### config.mk
export PLATFORM = sky130hd
export DESIGN_NAME = event_repeat_and_rate_throttle_top
export DESIGN_NICKNAME = d
export VERILOG_FILES = /design/src/hdl/erat_pkg.sv /design/src/hdl/event_repeat_and_rate_throttle_top.sv /design/src/hdl/erat_regs.sv /design/src/hdl/erat_front.sv /design/src/hdl/erat_queue.sv /design/src/hdl/erat_back.sv
export SDC_FILE = /design/constraint.sdc
export NUM_CORES = 2
export LEC_CHECK = 0
export BUFFER_PORTS_ARGS = -buffer_cell sky130_fd_sc_hd__buf_4
export CORE_ASPECT_RATIO = 0.8
export CORE_MARGIN = 1.5
export CORE_UTILIZATION = 64
export CTS_BUF_LIST = sky130_fd_sc_hd__clkbuf_2 sky130_fd_sc_hd__clkbuf_4 sky130_fd_sc_hd__clkbuf_8
export CTS_CLUSTER_DIAMETER = 80
export DETAILED_ROUTE_END_ITERATION = 8
export HOLD_SLACK_MARGIN = 0.08
export PLACE_DENSITY_LB_ADDON = 0.05
export RECOVER_POWER = 25
export REMOVE_ABC_BUFFERS = 1
export SLEW_MARGIN = 10
export SYNTH_ARGS = -nofsm -noshare
export SYNTH_HDL_FRONTEND = slang
export SYNTH_SLANG_ARGS = --single-unit
### constraint.sdc
create_clock -name clk -period 11.2 [get_ports clk]
set_clock_uncertainty 0.2 [all_clocks]
set_input_delay 0.56 -clock clk [delete_from_list [all_inputs] [get_ports clk]]
set_output_delay 0.56 -clock clk [all_outputs]
set_load 0.05 [all_outputs]
### src/hdl/erat_pkg.sv
`default_nettype none
// ----------------------------------------------------------------------------
// erat_pkg
// Shared types and constants for the event repeat and rate throttle.
// ----------------------------------------------------------------------------
package erat_pkg;

	// FNV-1a 32-bit offset basis and prime
	localparam logic [31:0] FNV_BASIS = 32'd2166136261;
	localparam logic [31:0] FNV_PRIME = 32'd16777619;

	// Configuration port geometry: registers at byte addresses 0, 4, 8
	localparam int unsigned ADDR_W = 4;
	localparam logic [1:0] REG_MAX_PER_WINDOW = 2'd0;
	localparam logic [1:0] REG_REPEAT_WINDOW  = 2'd1;
	localparam logic [1:0] REG_WINDOW_LENGTH  = 2'd2;

	localparam logic [31:0] WINDOW_LENGTH_RESET = 32'd60000;

	typedef enum logic [1:0] {
		OP_BEGIN  = 2'd0,
		OP_BYTE   = 2'd1,
		OP_END    = 2'd2,
		OP_SETTLE = 2'd3
	} op_t;

	typedef struct packed {
		op_t                operation;
		logic signed [7:0]  level;
		logic [7:0]         text_byte;
		logic [63:0]        time_ms;
	} in_item_t;

	typedef struct packed {
		logic        allowed;
		logic [31:0] suppressed_total;
		logic [31:0] message_digest;
	} out_item_t;

	// Work handed from front to back: an end (decide) or a settle transaction
	typedef struct packed {
		logic        settle;
		logic [31:0] digest;
		logic [63:0] time_ms;
	} qentry_t;

	typedef struct packed {
		logic [15:0] max_per_window;
		logic [31:0] repeat_window;
		logic [31:0] window_length;
	} cfg_t;

endpackage : erat_pkg
`default_nettype wire

### src/hdl/event_repeat_and_rate_throttle_top.sv
`default_nettype none
// ----------------------------------------------------------------------------
// event_repeat_and_rate_throttle_top
// Log message repeat suppressor and fixed-window rate limiter.
// ----------------------------------------------------------------------------
// Feed each message as a begin transaction (level), one byte transaction per
// text byte and an end transaction (timestamp); the block answers every end
// with one result: allowed, the running suppressed count and the FNV-1a digest
// of the message. Settle transactions move the repeat reference time and give
// no result. The block takes one input transaction per clock while the queue
// is not full: the digest front does one constant multiply per byte, and the
// decision back handles one end or settle per clock, taking an end only while
// the result register is free. An accepted end waits in the queue, and the
// back registers its result when it pops that end. The short queue between
// front and back keeps input flowing while a result waits for the consumer;
// in_stall rises only when it is full. The user writes configuration registers
// (max_per_window at 0x0, repeat_window at 0x4, window_length at 0x8)
// over the APB-style port while the block is idle, which it does not enforce.
// ----------------------------------------------------------------------------
module event_repeat_and_rate_throttle_top import erat_pkg::*; #(
	parameter int unsigned QUEUE_DEPTH = 2
) (
	input  wire logic              clk,
	input  wire logic              arst_n,
	// input channel
	input  wire logic              in_valid,
	output logic                   in_stall,
	input  wire in_item_t          in_data,
	// result channel
	output logic                   out_valid,
	input  wire logic              out_stall,
	output out_item_t              out_data,
	// configuration port
	input  wire logic              psel,
	input  wire logic              penable,
	input  wire logic              pwrite,
	input  wire logic [ADDR_W-1:0] paddr,
	input  wire logic [31:0]       pwdata,
	output logic      [31:0]       prdata,
	output logic                   pready
);

	cfg_t    cfg;
	logic    q_full;
	logic    q_empty;
	logic    q_push;
	logic    q_pop;
	qentry_t q_push_entry;
	qentry_t q_head;

	// Hold the three configuration registers
	erat_regs u_regs (
		.clk     (clk),
		.arst_n  (arst_n),
		.psel    (psel),
		.penable (penable),
		.pwrite  (pwrite),
		.paddr   (paddr),
		.pwdata  (pwdata),
		.prdata  (prdata),
		.pready  (pready),
		.cfg     (cfg)
	);

	// Accept transactions, advance the digest, forward end and settle work
	erat_front u_front (
		.clk      (clk),
		.arst_n   (arst_n),
		.in_valid (in_valid),
		.in_data  (in_data),
		.in_stall (in_stall),
		.q_full   (q_full),
		.q_push   (q_push),
		.q_entry  (q_push_entry)
	);

	// Decouple the digest front from the decision back
	erat_queue #(
		.DEPTH (QUEUE_DEPTH)
	) u_queue (
		.clk        (clk),
		.arst_n     (arst_n),
		.push       (q_push),
		.push_entry (q_push_entry),
		.pop        (q_pop),
		.head       (q_head),
		.empty      (q_empty),
		.full       (q_full)
	);

	// Decide, update throttle state, register the result
	erat_back u_back (
		.clk       (clk),
		.arst_n    (arst_n),
		.cfg       (cfg),
		.head      (q_head),
		.q_empty   (q_empty),
		.q_pop     (q_pop),
		.out_valid (out_valid),
		.out_stall (out_stall),
		.out_data  (out_data)
	);

endmodule : event_repeat_and_rate_throttle_top
`default_nettype wire

### src/hdl/erat_regs.sv
`default_nettype none
// ----------------------------------------------------------------------------
// erat_regs
// APB-style configuration registers of the throttle.
// ----------------------------------------------------------------------------
module erat_regs import erat_pkg::*; (
	input  wire logic              clk,
	input  wire logic              arst_n,
	input  wire logic              psel,
	input  wire logic              penable,
	input  wire logic              pwrite,
	input  wire logic [ADDR_W-1:0] paddr,
	input  wire logic [31:0]       pwdata,
	output logic      [31:0]       prdata,
	output logic                   pready,
	output cfg_t                   cfg
);

	cfg_t        cfg_q;
	logic        wr_en;
	logic [1:0]  reg_idx;

	assign pready  = 1'b1;
	assign wr_en   = psel && penable && pwrite && pready;
	assign reg_idx = paddr[3:2];
	assign cfg     = cfg_q;

	always_ff @(posedge clk or negedge arst_n) begin
		if (!arst_n) begin
			cfg_q.max_per_window <= '0;
			cfg_q.repeat_window  <= '0;
			cfg_q.window_length  <= WINDOW_LENGTH_RESET;
		end else if (wr_en) begin
			case (reg_idx)
				REG_MAX_PER_WINDOW: cfg_q.max_per_window <= pwdata[15:0];
				REG_REPEAT_WINDOW:  cfg_q.repeat_window  <= pwdata;
				REG_WINDOW_LENGTH:  cfg_q.window_length  <= pwdata;
				default: ; // unmapped: drop the write
			endcase
		end
	end

	always_comb begin
		case (reg_idx)
			REG_MAX_PER_WINDOW: prdata = {16'd0, cfg_q.max_per_window};
			REG_REPEAT_WINDOW:  prdata = cfg_q.repeat_window;
			REG_WINDOW_LENGTH:  prdata = cfg_q.window_length;
			default:            prdata = '0;
		endcase
	end

endmodule : erat_regs
`default_nettype wire

### src/hdl/erat_front.sv
`default_nettype none
// ----------------------------------------------------------------------------
// erat_front
// Input side: accepts transactions, runs the FNV-1a digest and forwards
// end and settle transactions to the decision queue.
// ----------------------------------------------------------------------------
module erat_front import erat_pkg::*; (
	input  wire logic     clk,
	input  wire logic     arst_n,
	input  wire logic     in_valid,
	input  wire in_item_t in_data,
	output logic          in_stall,
	input  wire logic     q_full,
	output logic          q_push,
	output qentry_t       q_entry
);

	logic [31:0] digest_q;
	logic [31:0] digest_d;
	logic [31:0] mix_in;
	logic [31:0] mix_out;
	logic [31:0] level_ext;
	logic        accept;

	assign in_stall  = q_full;
	assign accept    = in_valid && !in_stall;
	assign level_ext = {{24{in_data.level[7]}}, in_data.level};

	// One shared mixing multiplier: begin seeds from the basis, bytes chain
	assign mix_in  = (in_data.operation == OP_BEGIN) ? (FNV_BASIS ^ level_ext)
	                                                 : (digest_q ^ {24'd0, in_data.text_byte});
	assign mix_out = 32'(mix_in * FNV_PRIME);

	always_comb begin
		digest_d = digest_q;
		q_push   = 1'b0;
		case (in_data.operation)
			OP_BEGIN:  digest_d = mix_out;
			OP_BYTE:   digest_d = mix_out;
			OP_END: begin
				digest_d = FNV_BASIS;
				q_push   = accept;
			end
			OP_SETTLE: q_push   = accept;
			default:   digest_d = digest_q;
		endcase
	end

	assign q_entry.settle  = (in_data.operation == OP_SETTLE);
	assign q_entry.digest  = digest_q;
	assign q_entry.time_ms = in_data.time_ms;

	always_ff @(posedge clk or negedge arst_n) begin
		if (!arst_n) begin
			digest_q <= FNV_BASIS;
		end else if (accept) begin
			digest_q <= digest_d;
		end
	end

endmodule : erat_front
`default_nettype wire

### src/hdl/erat_queue.sv
`default_nettype none
// ----------------------------------------------------------------------------
// erat_queue
// Short FIFO between the digest front and the decision back.
// ----------------------------------------------------------------------------
module erat_queue import erat_pkg::*; #(
	parameter int unsigned DEPTH = 2
) (
	input  wire logic    clk,
	input  wire logic    arst_n,
	input  wire logic    push,
	input  wire qentry_t push_entry,
	input  wire logic    pop,
	output qentry_t      head,
	output logic         empty,
	output logic         full
);

	localparam int unsigned PTR_W = (DEPTH > 1) ? $clog2(DEPTH) : 1;
	localparam int unsigned CNT_W = $clog2(DEPTH + 1);

	qentry_t          entry_q [DEPTH];
	logic [PTR_W-1:0] wr_ptr_q;
	logic [PTR_W-1:0] rd_ptr_q;
	logic [CNT_W-1:0] count_q;

	function automatic logic [PTR_W-1:0] ptr_next(input logic [PTR_W-1:0] p);
		return (p == PTR_W'(DEPTH - 1)) ? '0 : p + 1'b1;
	endfunction

	assign empty = (count_q == '0);
	assign full  = (count_q == CNT_W'(DEPTH));
	assign head  = entry_q[rd_ptr_q];

	always_ff @(posedge clk) begin
		if (push) begin
			entry_q[wr_ptr_q] <= push_entry;
		end
	end

	always_ff @(posedge clk or negedge arst_n) begin
		if (!arst_n) begin
			wr_ptr_q <= '0;
			rd_ptr_q <= '0;
			count_q  <= '0;
		end else begin
			if (push) begin
				wr_ptr_q <= ptr_next(wr_ptr_q);
			end
			if (pop) begin
				rd_ptr_q <= ptr_next(rd_ptr_q);
			end
			if (push && !pop) begin
				count_q <= count_q + 1'b1;
			end else if (pop && !push) begin
				count_q <= count_q - 1'b1;
			end
		end
	end

endmodule : erat_queue
`default_nettype wire

### src/hdl/erat_back.sv
`default_nettype none
// ----------------------------------------------------------------------------
// erat_back
// Decision side: applies the repeat and window count rules and holds the
// result in the output register.
// ----------------------------------------------------------------------------
module erat_back import erat_pkg::*; (
	input  wire logic    clk,
	input  wire logic    arst_n,
	input  wire cfg_t    cfg,
	input  wire qentry_t head,
	input  wire logic    q_empty,
	output logic         q_pop,
	output logic         out_valid,
	input  wire logic    out_stall,
	output out_item_t    out_data
);

	logic [31:0] last_digest_q;
	logic [63:0] last_time_q;
	logic        have_last_q;
	logic [63:0] win_start_q;
	logic [15:0] sent_q;
	logic [31:0] supp_q;
	logic        out_valid_q;
	out_item_t   out_data_q;

	logic        out_free;
	logic        decide;
	logic [63:0] since_last;
	logic [63:0] since_win;
	logic        repeat_hit;
	logic        count_on;
	logic        new_window;
	logic [15:0] sent_eff;
	logic        allowed;
	logic [31:0] supp_next;

	assign out_free = !out_valid_q || !out_stall;
	assign q_pop    = !q_empty && (head.settle || out_free);
	assign decide   = q_pop && !head.settle;

	assign since_last = head.time_ms - last_time_q;
	assign since_win  = head.time_ms - win_start_q;

	assign repeat_hit = (cfg.repeat_window != '0) && have_last_q &&
	                    (head.digest == last_digest_q) &&
	                    (since_last < {32'd0, cfg.repeat_window});
	assign count_on   = (cfg.max_per_window != '0);
	assign new_window = (since_win >= {32'd0, cfg.window_length});
	assign sent_eff   = new_window ? '0 : sent_q;
	assign allowed    = !repeat_hit && !(count_on && (sent_eff >= cfg.max_per_window));
	assign supp_next  = allowed ? supp_q : supp_q + 1'b1;

	always_ff @(posedge clk or negedge arst_n) begin
		if (!arst_n) begin
			last_digest_q <= '0;
			last_time_q   <= '0;
			have_last_q   <= 1'b0;
			win_start_q   <= '0;
			sent_q        <= '0;
			supp_q        <= '0;
		end else if (decide) begin
			supp_q <= supp_next;
			if (!repeat_hit && count_on) begin
				if (new_window) begin
					win_start_q <= head.time_ms;
				end
				sent_q <= allowed ? sent_eff + 1'b1 : sent_eff;
			end
			if (allowed) begin
				last_digest_q <= head.digest;
				last_time_q   <= head.time_ms;
				have_last_q   <= 1'b1;
			end
		end else if (q_pop && have_last_q) begin
			// settle: advance the repeat reference time
			last_time_q <= head.time_ms;
		end
	end

	always_ff @(posedge clk or negedge arst_n) begin
		if (!arst_n) begin
			out_valid_q <= 1'b0;
		end else if (decide) begin
			out_valid_q <= 1'b1;
		end else if (!out_stall) begin
			out_valid_q <= 1'b0;
		end
	end

	always_ff @(posedge clk) begin
		if (decide) begin
			out_data_q.allowed          <= allowed;
			out_data_q.suppressed_total <= supp_next;
			out_data_q.message_digest   <= head.digest;
		end
	end

	assign out_valid = out_valid_q;
	assign out_data  = out_data_q;

endmodule : erat_back
`default_nettype wire
After elaboration in Yosys (flattened, before gate mapping)
Memory sizes are Yosys's and may differ from the RTL's.
Index checks and enable logic that the tools add are counted.
Widths: inputs -> output; s select.
{ "totals": {"regBits": 391, "mem_bits_rw": 194, "inputBits": 125, "output_inout_bits": 100, "word_cells": 102, "n_memories": 1} }
{ "mem_list": {"columns": ["memory", "depth", "word_bits", "read_ports", "rd_clocked_by_memory_dff", "write_ports", "line", "rtl"], "rows": [
  ["u_queue.entry_q", 2, 97, 1, 0, 1, "erat_queue.sv:22", "qentry_t entry_q [DEPTH];"]
]} }
{ "classes": {"add_sub_neg": 8, "n_mul": 1, "magnitude_cmp": 3, "n_eq_ne": 9, "n_mux": 18, "n_bitwise": 2, "n_reduce_logical": 43} }
{ "op_table": {"columns": ["cell", "n"], "rows": [
  ["$mux 64", 3],
  ["$sub 64x64->64", 2],
  ["$pmux 32 s3", 1],
  ["$ge 64x32->1", 1],
  ["$lt 64x32->1", 1],
  ["$mux 32", 2],
  ["$pmux 32 s2", 1],
  ["$add 32x1->32 const B", 1],
  ["$eq 32x32->1", 1],
  ["$mul 32x25->32 const B", 1],
  ["$mux 16", 2],
  ["$reduce_bool 32->1", 1],
  ["$xor 32x8->32", 1],
  ["$add 16x1->16 const B", 1],
  ["$ge 16x16->1", 1],
  ["$reduce_bool 16->1", 1],
  ["$logic_and 1x1->1", 14],
  ["$not 14->14", 1],
  ["$reduce_and 2->1", 7],
  ["$logic_not 1->1", 9],
  ["$eq 2x2->1 const B", 4],
  ["$mux 1", 7],
  ["$logic_not 2->1", 3],
  ["$reduce_bool 2->1", 3],
  ["10 further kinds", 15]
]} }

Depth between registers and ports, before layout
An unclocked memory read counts as a cell.
{ "depth": {"depth_word": 10, "ltp_mapped": 52, "depth_no_buf": 45} }

Hierarchy
Synthesis repeated with hierarchy kept, for this count alone.
{ "unflattened": {"cells_unflattened": 4085, "hier_area_um2": 41695.0} }
{ "modules_own_cells": {"columns": ["mod", "n_inst", "cells_per_inst", "area_per_inst_um2", "seq_area_each_um2"], "rows": [
  ["erat_back", 1, 2637, 22977.0, 7206.9],
  ["erat_front", 1, 880, 7780.0, 818.3],
  ["erat_queue", 1, 318, 7259.5, 5925.7],
  ["erat_regs", 1, 250, 3678.5, 2010.7]
]} }

Worst setup path after synthesis
Ideal clock, no wire load.
{ "synth_timing": {"path_type": "reg2reg", "start": "reg u_queue.rd_ptr_q", "end": "reg u_back.last_time_q[8]", "setup_time_ns": 0.127, "arrival_time_ns": 9.611, "slack_ns": 1.261, "path_stages_with_launch": 50, "synth_period_minus_slack_ns": 9.939, "path_cell_list": "dfrtp_1 > buf_4 > buf_4 > buf_4 > clkbuf_1 > clkbuf_1 > mux2_2 > ha_1 > clkbuf_1 > a21oi_1 > o21ai_0 > a221o_1 > o21bai_1 > a31o_2 > nor2_1 > nor2_1 > o21bai_1 > a21oi_1 > [... 14 more ...] > nor3_1 > clkbuf_1 > and2_1 > ha_1 > a21o_1 > a21o_1 > a21o_1 > a21o_1 > a21o_1 > a21o_1 > a211oi_1 > o21ai_0 > nand3_1 > o31ai_4 > nor3_2 > a21oi_4 > buf_6 > mux2_1"} }
{ "synth_rtl": {"columns": ["element", "line", "rtl"], "rows": [
  ["from (decl)", "erat_queue.sv:24", "logic [PTR_W-1:0] rd_ptr_q;"],
  ["from (signal assigned)", "erat_queue.sv:51", "rd_ptr_q <= ptr_next(rd_ptr_q);"],
  ["to (signal assigned)", "erat_back.sv:73", "last_time_q <= head.time_ms;"],
  ["to (signal assigned)", "erat_back.sv:78", "last_time_q <= head.time_ms;"],
  ["to (decl)", "erat_back.sv:20", "logic [63:0] last_time_q;"]
]} }

Worst setup path after layout
{ "layout_timing": {"start": "reg u_queue.rd_ptr_q", "end": "reg u_back.last_time_q[31]"} }
{ "layout_via": {"elab_chain_len": 10} }
{ "layout_rtl": {"columns": ["element", "line", "rtl"], "rows": [
  ["$mem_v2 2x97 (*)", null, null],
  ["$sub 64x64->64", "erat_back.sv:44", "assign since_win = head.time_ms - win_start_q;"],
  ["$ge 64x32->1", "erat_back.sv:50", "assign new_window = (since_win >= {32'd0, cfg.window_length});"],
  ["$mux 16", "erat_back.sv:51", "assign sent_eff = new_window ? '0 : sent_q;"],
  ["$ge 16x16->1", "erat_back.sv:52", "assign allowed = !repeat_hit && !(count_on && (sent_eff >= cfg.max_per_window));"],
  ["$logic_and 1x1->1", "erat_back.sv:52", null],
  ["$logic_not 1->1", "erat_back.sv:52", null],
  ["$logic_and 1x1->1", "erat_back.sv:52", null],
  ["$ne 2x2->1 (no line)", null, null],
  ["$reduce_and 2->1 (no line)", null, null]
]} }
Every way passes the cells marked *; elsewhere a longest branch is shown, timed or not. The select of a mux whose other input is x is not followed.
A chain may end at the register's enable or synchronous reset.

==> run summary <==
Status: finished, violations left
Failing checks: capacitance limit, slew limit
Top routing layer in use: met5
Crit-path max FO: 56
Reg2reg end: u_back.last_time_q[31]
Routability congestion estimate: 0.997
Final worst slack: 0.600 ns
CP arrival: 11.00 ns
Normalized max-slew margin: -2.47
Reg2Reg Depth: 47
Worst slack at placement: 0.770 ns
CTS tree: yes
Post-synthesis cell count: 3976
Post-route insts no fill: 5211
I/O Buffers: 221
Yosys cell types: 81
Initial DRT Pass Iterations: 8
Fraction of layout cells with a size suffix above 1: 0.163
Area growth from synthesis to layout: 13.7%
Max clock buf depth: 3
Synth Cell Area: 40000 sq um
Wire per inst: 21.3 um
Worst Max-Slew Pin Slew: 5.20 ns
Starting Density: 0.651
Placed Instance Area: 42400 sq um
Final hold viol count: 0
Die area: 64000 sq um
DR WL met3: 9930 um
Routed vias: 31200
Fillers: 4414
Die X: 282 um
Cell Count Post-Placement: 4929
CTS clk-pin slew, worst paths: 0.06 ns
Global-route wire length before repair: 169000 um
Root Buffer: clkbuf_8
Core Region: 61400 sq um
Fin crit share: 0.946
Crit path top cell by count: a21o_1
Die Height: 227 um
HPWL Detailed: 82600 um
CP Class: reg2reg
Pins Over Slew Limit: 323
Tightest Hold Check Type: in2reg
Clk_lat worst skew: 0.76 ns
Final setup fails: 0
Avg Cell Area, Syn: 10.1 sq um
CP Capture Type: register
Flops & latches, synth: 585
RSZ-0062 raised after global routing: no
Ys async rst share: 0.557
Initial antenna violation count: 4
CP startpoint kind: register
Row count: 81
Final wirelength: 111000 um
Initial drt markers: 2791
GR Overflow Total: 0
Reg2reg setup slack: 0.60 ns
Clock buffer count from CTS: 93
Critical-path top delay cell: dfrtp_4
Critical path origin: u_queue.rd_ptr_q
Crit path required time: 11.60 ns
H-Tree Depth: 3
Worst R2R Start: u_queue.rd_ptr_q
Nets: 4894
Seq/Total Area, Yosys: 0.399
Gr usage total: 0.348
Max Clock Freq: 94.3 MHz
Final min period: 10.60 ns
CP peak stage delay: 0.57 ns
DRC: 0
Max-cap violations: 3
Vias in the first global route: 29600
Clk sink count: 585
Vias per inst: 5.98
M1 WL: 52000 um
Largest net degree at the start of global routing: 169
Met2 WL: 46500 um
EDFF count, synth: 259
Worst Setup EP: u_back.last_time_q[31]
Ys Warns: 0
Synth Flop Type: dfrtp_1
ANT nets after route: 0
Fin area: 45500 sq um
IO Count: 225
stage by stage:
step	setup TNS (ns)	utilization	hold WS, ns
after floorplan	-239.07	-	0.0644
after global placement	0	0.691	0.267
after detailed placement	0	0.691	0.276
after CTS	0	0.742	0.183
after global routing	0	0.740	0.255
final	0	0.740	0.236
worst min path at each step:
stage / startpoint / to / slack (ns) / cells after the start
2_1_floorplan: arst_n / u_back.have_last_q / 0.06 / 0
3_3_place_gp: u_back.win_start_q[23] / u_back.win_start_q[23] / 0.27 / 1
3_5_place_dp: u_back.win_start_q[10] / u_back.win_start_q[10] / 0.28 / 1
4_1_cts: in_data[64] / u_front.digest_q[0] / 0.18 / 6
5_1_grt: in_data[64] / u_front.digest_q[0] / 0.26 / 6
6_report: in_data[64] / u_front.digest_q[0] / 0.24 / 6
sequential cells by signal, summed over array words and instances, names as in the netlist:
register              flops
u_back.have_last_q        1
u_back.last_digest_q     32
u_back.last_time_q       64
u_back.out_data          65
u_back.out_valid          1
u_back.sent_q            16
u_back.supp_q            32
u_back.win_start_q       64
u_front.digest_q         32
u_queue.count_q           2
u_queue.entry_q         194
u_queue.rd_ptr_q          1
u_queue.wr_ptr_q          1
u_regs.cfg               80
final cells by class:
cell class | count | area [sq um] | share of cell area
clock inverter | 34 | 418 | 0.00919
sequential | 585 | 16000 | 0.351
clock buffer | 142 | 1710 | 0.0376
inverter | 527 | 1980 | 0.0435
multi-input combinational | 2729 | 21500 | 0.472
antenna | 3 | 7.51 | 0.000165
tap | 830 | 1040 | 0.0228
timing repair buffer | 361 | 2880 | 0.0634
what timing repair did:
action                     CTS  global route
setup endpoints to repair    0           117
setup buffers                0             1
gates resized for setup      0             2
hold endpoints to repair   288             0
hold buffers               102             0
worst max-delay path, delay by kind of cell (launching register included):
kind	cells	cell delay [ns]
flip-flops	1	0.57
AO/OA/AOI/OAI	19	3.37
multiplexers	2	0.74
adder cells (fa/ha/maj)	4	1.13
XOR/XNOR	1	0.19
AND/OR/NAND/NOR	16	3.36
buffers and inverters	5	0.77
metal layers:
metal,track usage,up-vias
li1,-,14700
met1,0.522,15200
met2,0.499,1163
met3,0.0850,172
met4,0.0964,2
met5,0,-
cells in the final DEF (no fill, tap or decap), drive strengths merged, types with 21 or more instances in the layout:
master       synthesis  final
a22o                21     21
dlygate4sd3          0    102
xnor2              148    148
nand3               77     77
nand4               76     76
a211oi              26     26
nor3                50     50
mux2               278    278
fa                  76     76
o21bai              23     23
dfstp               21     21
clkbuf              99    218
a21oi              243    243
nor2b               22     22
buf                 36    183
and2                28     28
nand2b              23     23
xor2                88     88
edfxtp             259    259
o21a                34     34
nor2               164    164
mux2i               29     29
dfrtp              305    305
a21o                86     86
ha                 396    396
o21ai              233    233
nor4                42     42
nand2              330    330
inv                527    533
cell usage after synthesis, drive strengths merged (22+ instances only):
cell | instances | area (sq um)
inv | 527 | 1980
edfxtp | 259 | 7780
o21ai | 233 | 1170
ha | 396 | 4950
xnor2 | 148 | 1300
buf | 36 | 256
and2 | 28 | 175
nand4 | 76 | 475
a21oi | 243 | 1230
mux2 | 278 | 3130
mux2i | 29 | 290
nor3 | 50 | 255
dfrtp | 305 | 7630
a211oi | 26 | 200
nor2b | 22 | 138
nand2b | 23 | 144
xor2 | 88 | 771
nor2 | 164 | 616
o21a | 34 | 255
clkbuf | 99 | 372
nor4 | 42 | 263
fa | 76 | 1520
a21o | 86 | 646
nand2 | 330 | 1240
nand3 | 77 | 395
o21bai | 23 | 173
kinds of logic (layout without fill, tap and decap cells):
kind of cell / after synthesis / count (layout) / share of synthesized area
simple gates: 883 / 883 / 0.106
compound gates: 830 / 830 / 0.130
buf+inv: 662 / 1064 / 0.0652
flops: 585 / 585 / 0.399
fa+ha+maj: 472 / 472 / 0.162
mux: 307 / 307 / 0.0856
xor+xnor: 236 / 236 / 0.0517
other cells: 1 / 4 / 0.0000938
Power is left out: the tool's default activity adds up to more than one toggle a clock period on the data nets, which glitch-free logic cannot reach.
